==> src/design/rtccal_pkg.sv <==
// Package: widths, constants, stage payload types and helpers for the day-count calendar decoder.
`default_nettype none
package rtccal_pkg;

    localparam int DAY_W  = 16;
    localparam int DAYS_W = 17;
    localparam int HOUR_W = 5;
    localparam int MIN_W  = 6;
    localparam int SEC_W  = 6;
    localparam int WDAY_W = 3;
    localparam int YEAR_W = 8;
    localparam int DOY_W  = 9;
    localparam int MON_W  = 4;
    localparam int DOM_W  = 5;
    localparam int YOFF_W = 8;
    localparam int LEFT_W = 18;
    localparam int PROD_W = 33;
    localparam int NSTAGE = 5;

    localparam int SEC_PER_MIN   = 60;
    localparam int MIN_PER_HOUR  = 60;
    localparam int HOUR_PER_DAY  = 24;
    localparam int EPOCH_WDAY    = 4;
    localparam int DAYS_PER_YEAR = 365;
    localparam int YEAR_RECIP    = 45965;
    localparam int YEAR_SHIFT    = 24;
    localparam int EPOCH_YEAR    = 70;
    localparam int Q_2100        = 131;
    localparam int YOFF_2100     = 130;
    localparam int MONTHS        = 12;
    localparam int MAR_IDX       = 2;

    localparam logic [DOY_W-1:0] MONTH_START [MONTHS] = '{
        9'd0, 9'd31, 9'd59, 9'd90, 9'd120, 9'd151,
        9'd181, 9'd212, 9'd243, 9'd273, 9'd304, 9'd334
    };

    typedef struct packed {
        logic [HOUR_W-1:0] hour;
        logic [MIN_W-1:0]  minute;
        logic [SEC_W-1:0]  second;
    } t_tod;

    typedef struct packed {
        logic [DAYS_W-1:0] days;
        t_tod              tod;
    } t_s1;

    typedef struct packed {
        logic [DAYS_W-1:0] days;
        logic [YOFF_W-1:0] q;
        logic [WDAY_W-1:0] wday;
        t_tod              tod;
    } t_s2;

    typedef struct packed {
        logic signed [LEFT_W-1:0] left;
        logic [YOFF_W-1:0]        q;
        logic [WDAY_W-1:0]        wday;
        t_tod                     tod;
    } t_s3;

    typedef struct packed {
        logic [DOY_W-1:0]  left;
        logic [YOFF_W-1:0] yoff;
        logic              leap;
        logic [WDAY_W-1:0] wday;
        t_tod              tod;
    } t_s4;

    typedef struct packed {
        t_tod              tod;
        logic [WDAY_W-1:0] wday;
        logic [YEAR_W-1:0] year;
        logic [DOY_W-1:0]  doy;
        logic [MON_W-1:0]  month;
        logic [DOM_W-1:0]  dom;
    } t_res;

    // (days + epoch weekday) mod 7 by folding octal digits
    function automatic logic [WDAY_W-1:0] mod7(input logic [DAYS_W-1:0] d);
        logic [DAYS_W:0] x;
        logic [5:0]      s1;
        logic [3:0]      s2;
        logic [3:0]      s3;
        x  = {1'b0, d} + (DAYS_W+1)'(EPOCH_WDAY);
        s1 = '0;
        for (int i = 0; i < (DAYS_W + 1) / 3; i++) begin
            s1 = s1 + {3'b000, x[3*i +: 3]};
        end
        s2 = {1'b0, s1[5:3]} + {1'b0, s1[2:0]};
        s3 = {3'b000, s2[3]} + {1'b0, s2[2:0]};
        if (s3 >= 4'd7) begin
            s3 = s3 - 4'd7;
        end
        return s3[WDAY_W-1:0];
    endfunction

    function automatic logic [DOY_W-1:0] month_start(input logic [MON_W-1:0] m,
                                                     input logic leap);
        logic [DOY_W-1:0] s;
        s = (m < MON_W'(MONTHS)) ? MONTH_START[m] : '0;
        if (leap && m >= MON_W'(MAR_IDX)) begin
            s = s + DOY_W'(1);
        end
        return s;
    endfunction

endpackage
`default_nettype wire

==> src/design/rtccal_if.sv <==
// Interfaces: input reading channel and calendar result channel.
`default_nettype none
interface rtccal_in_if;
    logic                          valid;
    logic                          ready;
    logic [rtccal_pkg::DAY_W-1:0]  day_count;
    logic [rtccal_pkg::HOUR_W-1:0] hour_field;
    logic [rtccal_pkg::MIN_W-1:0]  minute_field;
    logic [rtccal_pkg::SEC_W-1:0]  second_field;

    modport source (output valid, day_count, hour_field, minute_field, second_field,
                    input ready);
    modport sink (input valid, day_count, hour_field, minute_field, second_field,
                  output ready);
endinterface

interface rtccal_out_if;
    logic                          valid;
    logic                          ready;
    logic [rtccal_pkg::HOUR_W-1:0] hour_out;
    logic [rtccal_pkg::MIN_W-1:0]  minute_out;
    logic [rtccal_pkg::SEC_W-1:0]  second_out;
    logic [rtccal_pkg::WDAY_W-1:0] weekday;
    logic [rtccal_pkg::YEAR_W-1:0] year_since_1900;
    logic [rtccal_pkg::DOY_W-1:0]  day_of_year;
    logic [rtccal_pkg::MON_W-1:0]  month_index;
    logic [rtccal_pkg::DOM_W-1:0]  day_of_month;

    modport source (output valid, hour_out, minute_out, second_out, weekday,
                    year_since_1900, day_of_year, month_index, day_of_month,
                    input ready);
    modport sink (input valid, hour_out, minute_out, second_out, weekday,
                  year_since_1900, day_of_year, month_index, day_of_month,
                  output ready);
endinterface
`default_nettype wire

==> src/design/rtccal_time.sv <==
// Stage 1: normalize second, minute and hour fields and carry into the day count.
`default_nettype none
module rtccal_time (
    input  wire logic                         i_clk,
    input  wire logic                         i_en,
    input  wire logic [rtccal_pkg::DAY_W-1:0]  i_day_count,
    input  wire logic [rtccal_pkg::HOUR_W-1:0] i_hour,
    input  wire logic [rtccal_pkg::MIN_W-1:0]  i_minute,
    input  wire logic [rtccal_pkg::SEC_W-1:0]  i_second,
    output rtccal_pkg::t_s1                    o_s1
);
    rtccal_pkg::t_s1 r_s1;
    rtccal_pkg::t_s1 n_s1;

    logic                            c_sec;
    logic                            c_min;
    logic                            c_hour;
    logic [rtccal_pkg::MIN_W:0]      min_sum;
    logic [rtccal_pkg::HOUR_W:0]     hour_sum;

    always_comb begin
        c_sec = i_second >= rtccal_pkg::SEC_W'(rtccal_pkg::SEC_PER_MIN);
        n_s1.tod.second = c_sec ? i_second - rtccal_pkg::SEC_W'(rtccal_pkg::SEC_PER_MIN)
                                : i_second;
        min_sum = {1'b0, i_minute} + (rtccal_pkg::MIN_W+1)'(c_sec);
        c_min   = min_sum >= (rtccal_pkg::MIN_W+1)'(rtccal_pkg::MIN_PER_HOUR);
        n_s1.tod.minute = c_min
            ? rtccal_pkg::MIN_W'(min_sum - (rtccal_pkg::MIN_W+1)'(rtccal_pkg::MIN_PER_HOUR))
            : min_sum[rtccal_pkg::MIN_W-1:0];
        hour_sum = {1'b0, i_hour} + (rtccal_pkg::HOUR_W+1)'(c_min);
        c_hour   = hour_sum >= (rtccal_pkg::HOUR_W+1)'(rtccal_pkg::HOUR_PER_DAY);
        n_s1.tod.hour = c_hour
            ? rtccal_pkg::HOUR_W'(hour_sum - (rtccal_pkg::HOUR_W+1)'(rtccal_pkg::HOUR_PER_DAY))
            : hour_sum[rtccal_pkg::HOUR_W-1:0];
        n_s1.days = {1'b0, i_day_count} + rtccal_pkg::DAYS_W'(c_hour);
    end

    always_ff @(posedge i_clk) begin
        if (i_en) begin
            r_s1 <= n_s1;
        end
    end

    assign o_s1 = r_s1;
endmodule
`default_nettype wire

==> src/design/rtccal_year.sv <==
// Stages 2 to 4: weekday, year estimate, days before year, one-step year correction.
`default_nettype none
module rtccal_year (
    input  wire logic            i_clk,
    input  wire logic [2:0]      i_en,
    input  wire rtccal_pkg::t_s1 i_s1,
    output rtccal_pkg::t_s4      o_s4
);
    rtccal_pkg::t_s2 r_s2;
    rtccal_pkg::t_s2 n_s2;
    rtccal_pkg::t_s3 r_s3;
    rtccal_pkg::t_s3 n_s3;
    rtccal_pkg::t_s4 r_s4;
    rtccal_pkg::t_s4 n_s4;

    logic [rtccal_pkg::PROD_W-1:0]   prod;
    logic [rtccal_pkg::YOFF_W:0]     q_plus;
    logic [rtccal_pkg::DAYS_W-1:0]   base;
    logic [rtccal_pkg::YOFF_W:0]     q4_plus;
    logic [rtccal_pkg::YOFF_W:0]     q4_plus2;
    logic                            leap_prev;
    logic                            leap_cur;
    logic signed [rtccal_pkg::LEFT_W-1:0] left_fix;

    // stage 2: weekday, and quotient days/365 by reciprocal multiply
    always_comb begin
        prod = rtccal_pkg::PROD_W'(i_s1.days) * rtccal_pkg::PROD_W'(rtccal_pkg::YEAR_RECIP);
        n_s2.days = i_s1.days;
        n_s2.q    = prod[rtccal_pkg::YEAR_SHIFT +: rtccal_pkg::YOFF_W];
        n_s2.wday = rtccal_pkg::mod7(i_s1.days);
        n_s2.tod  = i_s1.tod;
    end

    // stage 3: days before estimated year, leap days from 1970 minus the 2100 exception
    always_comb begin
        q_plus = {1'b0, r_s2.q} + (rtccal_pkg::YOFF_W+1)'(1);
        base = rtccal_pkg::DAYS_W'(r_s2.q) * rtccal_pkg::DAYS_W'(rtccal_pkg::DAYS_PER_YEAR)
             + rtccal_pkg::DAYS_W'(q_plus[rtccal_pkg::YOFF_W:2])
             - rtccal_pkg::DAYS_W'(r_s2.q >= rtccal_pkg::YOFF_W'(rtccal_pkg::Q_2100));
        n_s3.left = $signed({1'b0, r_s2.days}) - $signed({1'b0, base});
        n_s3.q    = r_s2.q;
        n_s3.wday = r_s2.wday;
        n_s3.tod  = r_s2.tod;
    end

    // stage 4: step back one year on overshoot
    always_comb begin
        q4_plus   = {1'b0, r_s3.q} + (rtccal_pkg::YOFF_W+1)'(1);
        q4_plus2  = {1'b0, r_s3.q} + (rtccal_pkg::YOFF_W+1)'(2);
        leap_prev = (q4_plus[1:0] == 2'b00)
                 && (r_s3.q != rtccal_pkg::YOFF_W'(rtccal_pkg::Q_2100));
        leap_cur  = (q4_plus2[1:0] == 2'b00)
                 && (r_s3.q != rtccal_pkg::YOFF_W'(rtccal_pkg::YOFF_2100));
        left_fix  = r_s3.left + $signed(rtccal_pkg::LEFT_W'(rtccal_pkg::DAYS_PER_YEAR))
                  + $signed(rtccal_pkg::LEFT_W'(leap_prev));
        if (r_s3.left[rtccal_pkg::LEFT_W-1]) begin
            n_s4.yoff = r_s3.q - rtccal_pkg::YOFF_W'(1);
            n_s4.left = left_fix[rtccal_pkg::DOY_W-1:0];
            n_s4.leap = leap_prev;
        end else begin
            n_s4.yoff = r_s3.q;
            n_s4.left = r_s3.left[rtccal_pkg::DOY_W-1:0];
            n_s4.leap = leap_cur;
        end
        n_s4.wday = r_s3.wday;
        n_s4.tod  = r_s3.tod;
    end

    always_ff @(posedge i_clk) begin
        if (i_en[0]) begin
            r_s2 <= n_s2;
        end
        if (i_en[1]) begin
            r_s3 <= n_s3;
        end
        if (i_en[2]) begin
            r_s4 <= n_s4;
        end
    end

    assign o_s4 = r_s4;
endmodule
`default_nettype wire

==> src/design/rtccal_month.sv <==
// Stage 5: month and day of month from day of year, output register.
`default_nettype none
module rtccal_month (
    input  wire logic            i_clk,
    input  wire logic            i_en,
    input  wire rtccal_pkg::t_s4 i_s4,
    output rtccal_pkg::t_res     o_res
);
    rtccal_pkg::t_res r_res;
    rtccal_pkg::t_res n_res;

    logic [rtccal_pkg::MON_W-1:0] cnt;

    always_comb begin
        cnt = '0;
        for (int i = 1; i < rtccal_pkg::MONTHS; i++) begin
            if (i_s4.left >= rtccal_pkg::month_start(rtccal_pkg::MON_W'(i), i_s4.leap)) begin
                cnt = cnt + rtccal_pkg::MON_W'(1);
            end
        end
        n_res.tod   = i_s4.tod;
        n_res.wday  = i_s4.wday;
        n_res.year  = i_s4.yoff + rtccal_pkg::YEAR_W'(rtccal_pkg::EPOCH_YEAR);
        n_res.doy   = i_s4.left + rtccal_pkg::DOY_W'(1);
        n_res.month = cnt;
        n_res.dom   = rtccal_pkg::DOM_W'(i_s4.left - rtccal_pkg::month_start(cnt, i_s4.leap)
                                         + rtccal_pkg::DOY_W'(1));
    end

    always_ff @(posedge i_clk) begin
        if (i_en) begin
            r_res <= n_res;
        end
    end

    assign o_res = r_res;
endmodule
`default_nettype wire

==> src/design/rtc_day_count_to_calendar.sv <==
// Top level: day-count clock reading to calendar date, five-stage pipeline.
//
//   channel  dir  payload
//   i_in     in   day_count, hour_field, minute_field, second_field
//   o_out    out  hour_out, minute_out, second_out, weekday, year_since_1900,
//                 day_of_year, month_index, day_of_month
//
// One item per cycle while o_out is not stalled; five register stages
// (time carry, reciprocal multiply by 1/365, days before year, year fix, month).
// Each stage holds its own valid bit and loads when empty or when the next stage loads,
// so bubbles close up and a stall on o_out backs up stage by stage to i_in.ready.
// Reset (i_rst_n low, synchronous) clears the valid bits only.
`default_nettype none
module rtc_day_count_to_calendar (
    input wire logic     i_clk,
    input wire logic     i_rst_n,
    rtccal_in_if.sink    i_in,
    rtccal_out_if.source o_out
);
    logic [rtccal_pkg::NSTAGE-1:0] r_vld;
    logic [rtccal_pkg::NSTAGE-1:0] n_vld;
    logic [rtccal_pkg::NSTAGE-1:0] load;

    rtccal_pkg::t_s1  s1;
    rtccal_pkg::t_s4  s4;
    rtccal_pkg::t_res res;

    always_comb begin
        load[rtccal_pkg::NSTAGE-1] = !r_vld[rtccal_pkg::NSTAGE-1] || o_out.ready;
        for (int k = rtccal_pkg::NSTAGE - 2; k >= 0; k--) begin
            load[k] = !r_vld[k] || load[k+1];
        end
        n_vld = r_vld;
        if (load[0]) begin
            n_vld[0] = i_in.valid;
        end
        for (int k = 1; k < rtccal_pkg::NSTAGE; k++) begin
            if (load[k]) begin
                n_vld[k] = r_vld[k-1];
            end
        end
    end

    always_ff @(posedge i_clk) begin
        if (!i_rst_n) begin
            r_vld <= '0;
        end else begin
            r_vld <= n_vld;
        end
    end

    rtccal_time u_time (
        .i_clk       (i_clk),
        .i_en        (load[0]),
        .i_day_count (i_in.day_count),
        .i_hour      (i_in.hour_field),
        .i_minute    (i_in.minute_field),
        .i_second    (i_in.second_field),
        .o_s1        (s1)
    );

    rtccal_year u_year (
        .i_clk (i_clk),
        .i_en  (load[3:1]),
        .i_s1  (s1),
        .o_s4  (s4)
    );

    rtccal_month u_month (
        .i_clk (i_clk),
        .i_en  (load[4]),
        .i_s4  (s4),
        .o_res (res)
    );

    assign i_in.ready            = load[0];
    assign o_out.valid           = r_vld[rtccal_pkg::NSTAGE-1];
    assign o_out.hour_out        = res.tod.hour;
    assign o_out.minute_out      = res.tod.minute;
    assign o_out.second_out      = res.tod.second;
    assign o_out.weekday         = res.wday;
    assign o_out.year_since_1900 = res.year;
    assign o_out.day_of_year     = res.doy;
    assign o_out.month_index     = res.month;
    assign o_out.day_of_month    = res.dom;
endmodule
`default_nettype wire
==> src/flat_wrapper.sv <==
// flat-port wrapper written by rule: the top's interface ports become plain ports
module rtc_day_count_to_calendar_flat 
  (i_clk, i_rst_n, i_in_valid, i_in_day_count, i_in_hour_field, i_in_minute_field, i_in_second_field, i_in_ready, o_out_valid, o_out_hour_out, o_out_minute_out, o_out_second_out, o_out_weekday, o_out_year_since_1900, o_out_day_of_year, o_out_month_index, o_out_day_of_month, o_out_ready);
  rtccal_in_if i_in_i ();
  rtccal_out_if o_out_i ();
  input wire logic i_clk;
  input wire logic i_rst_n;
  input wire logic [$bits(i_in_i.valid)-1:0] i_in_valid;
  input wire logic [$bits(i_in_i.day_count)-1:0] i_in_day_count;
  input wire logic [$bits(i_in_i.hour_field)-1:0] i_in_hour_field;
  input wire logic [$bits(i_in_i.minute_field)-1:0] i_in_minute_field;
  input wire logic [$bits(i_in_i.second_field)-1:0] i_in_second_field;
  output wire logic [$bits(i_in_i.ready)-1:0] i_in_ready;
  output wire logic [$bits(o_out_i.valid)-1:0] o_out_valid;
  output wire logic [$bits(o_out_i.hour_out)-1:0] o_out_hour_out;
  output wire logic [$bits(o_out_i.minute_out)-1:0] o_out_minute_out;
  output wire logic [$bits(o_out_i.second_out)-1:0] o_out_second_out;
  output wire logic [$bits(o_out_i.weekday)-1:0] o_out_weekday;
  output wire logic [$bits(o_out_i.year_since_1900)-1:0] o_out_year_since_1900;
  output wire logic [$bits(o_out_i.day_of_year)-1:0] o_out_day_of_year;
  output wire logic [$bits(o_out_i.month_index)-1:0] o_out_month_index;
  output wire logic [$bits(o_out_i.day_of_month)-1:0] o_out_day_of_month;
  input wire logic [$bits(o_out_i.ready)-1:0] o_out_ready;
  assign i_in_i.valid = i_in_valid;
  assign i_in_i.day_count = i_in_day_count;
  assign i_in_i.hour_field = i_in_hour_field;
  assign i_in_i.minute_field = i_in_minute_field;
  assign i_in_i.second_field = i_in_second_field;
  assign i_in_ready = i_in_i.ready;
  assign o_out_valid = o_out_i.valid;
  assign o_out_hour_out = o_out_i.hour_out;
  assign o_out_minute_out = o_out_i.minute_out;
  assign o_out_second_out = o_out_i.second_out;
  assign o_out_weekday = o_out_i.weekday;
  assign o_out_year_since_1900 = o_out_i.year_since_1900;
  assign o_out_day_of_year = o_out_i.day_of_year;
  assign o_out_month_index = o_out_i.month_index;
  assign o_out_day_of_month = o_out_i.day_of_month;
  assign o_out_i.ready = o_out_ready;
  rtc_day_count_to_calendar u_core (.i_clk(i_clk), .i_rst_n(i_rst_n), .i_in(i_in_i), .o_out(o_out_i));
endmodule
==> config.mk <==
export PLATFORM = sky130hd
export DESIGN_NAME = rtc_day_count_to_calendar_flat
export DESIGN_NICKNAME = d
export VERILOG_FILES = /design/src/design/rtccal_pkg.sv /design/src/design/rtccal_if.sv /design/src/design/rtccal_time.sv /design/src/design/rtccal_year.sv /design/src/design/rtccal_month.sv /design/src/design/rtc_day_count_to_calendar.sv /design/src/flat_wrapper.sv
export SDC_FILE = /design/constraint.sdc
export NUM_CORES = 1
export LEC_CHECK = 0
export ABC_AREA = 1
export BUFFER_PORTS_ARGS = -buffer_cell sky130_fd_sc_hd__buf_4
export CORE_ASPECT_RATIO = 1.5
export CORE_MARGIN = 10
export CORE_UTILIZATION = 60
export DETAILED_ROUTE_END_ITERATION = 7
export GPL_TIMING_DRIVEN = 0
export PLACE_DENSITY_LB_ADDON = 0.12
export SKIP_LAST_GASP = 1
export SLEW_MARGIN = 20
export SYNTH_ARGS = -nofsm -noshare
export SYNTH_HDL_FRONTEND = slang
export SYNTH_SLANG_ARGS = --single-unit
==> constraint.sdc <==
create_clock -name i_clk -period 8.9 [get_ports i_clk]
set_input_delay 1.78 -clock i_clk [delete_from_list [all_inputs] [get_ports i_clk]]
set_output_delay 1.78 -clock i_clk [all_outputs]
set_load 0.05 [all_outputs]
==> impl_metrics.json <==
{
  "outcome": "finished, final reports clean",
  "yosysTopAreaCell": "edfxtp_1",
  "route.antenna.remaining_nets": 0,
  "crit_path_max_incr_delay_ns": 0.41,
  "fillers": 2210,
  "worstMarginPinSlew_ns": 0.810,
  "drcViolationCount": 0,
  "crit_arrival_ns": 8.60,
  "insertion_delay_ns": 0.51,
  "critPathLaunch": "u_core.u_year.o_s4[20]",
  "placement_rows": 76,
  "htreeDepth": 1,
  "layout.area.seq_mm2": 0.00614,
  "worst_path_setup_slack_after_routing_ns": 0.560,
  "grt_first_pass_wirelength_mm": 56.6,
  "yosys_warnings": 0,
  "synthesis.area_per_instance_um2": 10.8,
  "hp-class": "reg -> reg",
  "seq_area_frac_synth_pct": 35.0,
  "floorplan.die.width_um": 160,
  "final_max_slew_viol_count": 0,
  "synth_cell_type_count": 48,
  "place_congestion": 0.911,
  "r2r-start": "u_core.u_year.o_s4[20]",
  "cp_data_required_time_ns": 9.16,
  "total_die_area_mm2": 0.0366,
  "period_share_pct": 93.7,
  "synth_top_area_share_pct": 34.4,
  "viasPerCell": 5.23,
  "fin_worst_hold_slack_ns": 0.416,
  "mappedNetlistNets": 2078,
  "pre_cts_slack_ns": -0.0517,
  "wirelength_mm": 33.9,
  "clkSlewWorstSetupHoldPaths_ns": 0.06,
  "port_buffers": 84,
  "detailroute.via_count": 11300,
  "cts_root_buffer": "clkbuf_16",
  "ctsLongestPathBuffers": 3,
  "drt_first_pass_iters": 5,
  "worst_clock_skew_ns": 0.0167,
  "die_height_um": 229,
  "final_hold_viol_count": 0,
  "cts_inserted_buffers": 21,
  "worst_path_dominant_cell_family": "adder cells",
  "worstHoldStart": "u_core.u_year.n_s3[3]",
  "period_minus_slack_ns": 8.34,
  "multi_input_area_mm2": 0.0102,
  "synthesis.instances": 1627,
  "crit_path_top_delay_cell": "edfxtp_1",
  "route.detailed.wl_per_inst_um": 15.7,
  "worst_setup_path_end_kind": "flop",
  "vias_in_the_first_global_route": 12100,
  "overflow": 0,
  "pin_count": 85,
  "ys_seq_elements": 206,
  "global_route.usage.total_pct": 18.7,
  "timing.critical_path.fanout_max": 4,
  "yosysMostFrequentCell": "inv_1",
  "numClockSinks": 206,
  "critPathBufInv": 7,
  "synthFlopType": "edfxtp_1",
  "drt_iter0_drc": 331,
  "ys_async_sr_fraction_pct": 0,
  "proportion_of_layout_cells_with_a_drive_suffix_above_1_pct": 13.7,
  "setup_violations": 0,
  "final_core_utilization_pct": 68.3,
  "synth.cells.most_frequent": "inv_1, ha_1, edfxtp_1, nand2_1, fa_1",
  "detailed_place_hpwl_mm": 28.3,
  "tritoncts": "yes",
  "ys_top_cells_by_area": "edfxtp_1, ha_1, fa_1",
  "synth_area_mm2": 0.0175,
  "cap_viol_max_count": 0,
  "syn2layout_area_growth_pct": 12.4,
  "worst_slew_margin_rel_pct": 46.0,
  "hold-path-cell-count": 0,
  "post_synth_edffs": 201,
  "grt_max_degree": 29,
  "max_clock_freq_ghz": 0.120,
  "grt_antenna_before_repair": 1,
  "start_kind": "flop",
  "floorplan.core_area_mm2": 0.0288,
  "cp_num_cells": 54,
  "critPathKind": "reg -> reg",
  "ff2ff_path_depth": 54,
  "final_nets": 2205,
  "floorplan.initialDensity_pct": 60.8
}
path summary, 6_finish.rpt:
kind                                           endpoint  slack [ns]
worst min-delay path              u_core.u_year.n_s4[3]        0.42
worst max-delay path            u_core.u_month.o_res[4]        0.56
worst max register to register  u_core.u_month.o_res[4]        0.56
worst min register to register    u_core.u_year.n_s4[3]        0.42
cells by family after synthesis:
family	Yosys count	synth area share [%]
XOR/XNOR	117	5.95
adder cells (fa/ha/maj)	414	35.7
multiplexers	2	0.129
buffers and inverters	343	7.38
AND/OR/NAND/NOR	422	11.6
flip-flops	206	35.0
AO/OA/AOI/OAI	123	4.20
registers in the layout, indices dropped and copies added, names as in the netlist:
register,cells
u_core.u_month.o_res,46
u_core.u_year.o_s4,38
u_core.u_time.o_s1,34
u_core.u_year.n_s3,28
u_core.u_year.n_s4,20
u_core.u_year.r_s3,18
u_core.u_year.r_s2,17
u_core.r_vld,5
routing by layer:
layer	global-route usage [%]	wire, µm	part of all wire, %
met5	0	0	0
met3	1.87	832	2.5
met4	7.26	1090	3.2
met1	18.3	11600	34
met2	38.6	20300	60
final cells by class:
class,count,area share (%)
antenna,1,0.0127
buffer,3,0.0826
clock buffer,25,2.74
clock inverter,13,0.693
inverter,340,6.48
multi-input combinational,1078,51.9
sequential,206,31.2
tap,390,2.48
timing repair buffer,104,4.45
cell usage in the layout, fill, tap and decap left out, types with 3 or more instances in the layout:
cell,n
o21ai_0,23
inv_1,326
nor3_1,7
nand3_2,13
or2_1,3
buf_16,4
ha_1,266
clkbuf_16,21
nor2_1,75
xor2_1,90
o21ai_2,3
nor2_4,4
nor2_2,6
a21o_1,4
clkbuf_1,5
nand2_4,8
nand4_1,13
fa_1,143
a31oi_1,3
a21oi_1,57
inv_2,14
ha_4,4
nand2_2,34
o211ai_1,3
buf_4,99
nand2_1,175
dfxtp_1,5
xnor2_1,24
edfxtp_1,201
o21bai_1,11
nand3_1,70
clkinv_2,3
nand3b_1,4
o21a_1,4
or2_2,3
per-stage QoR:
stage | TNS (ns) | instances | cell area [µm²]
floorplan | 0 | 1627 | 17500
global placement | -0.230 | 2101 | 18600
detailed placement | -0.0517 | 2106 | 18800
CTS | 0 | 2145 | 19500
global route | -0.00245 | 2160 | 19700
finish | 0 | 2160 | 19700
what timing repair did:
action | 4_1_cts | 5_1_grt
gates resized for setup | 0 | 24
pin swaps | 0 | 10
hold buffers | 0 | 0
setup buffers | 1 | 14
setup endpoints to repair | 1 | 3
Power is not shown: default switching activity piles up to over one toggle a cycle in this logic, so the estimate is an artifact.
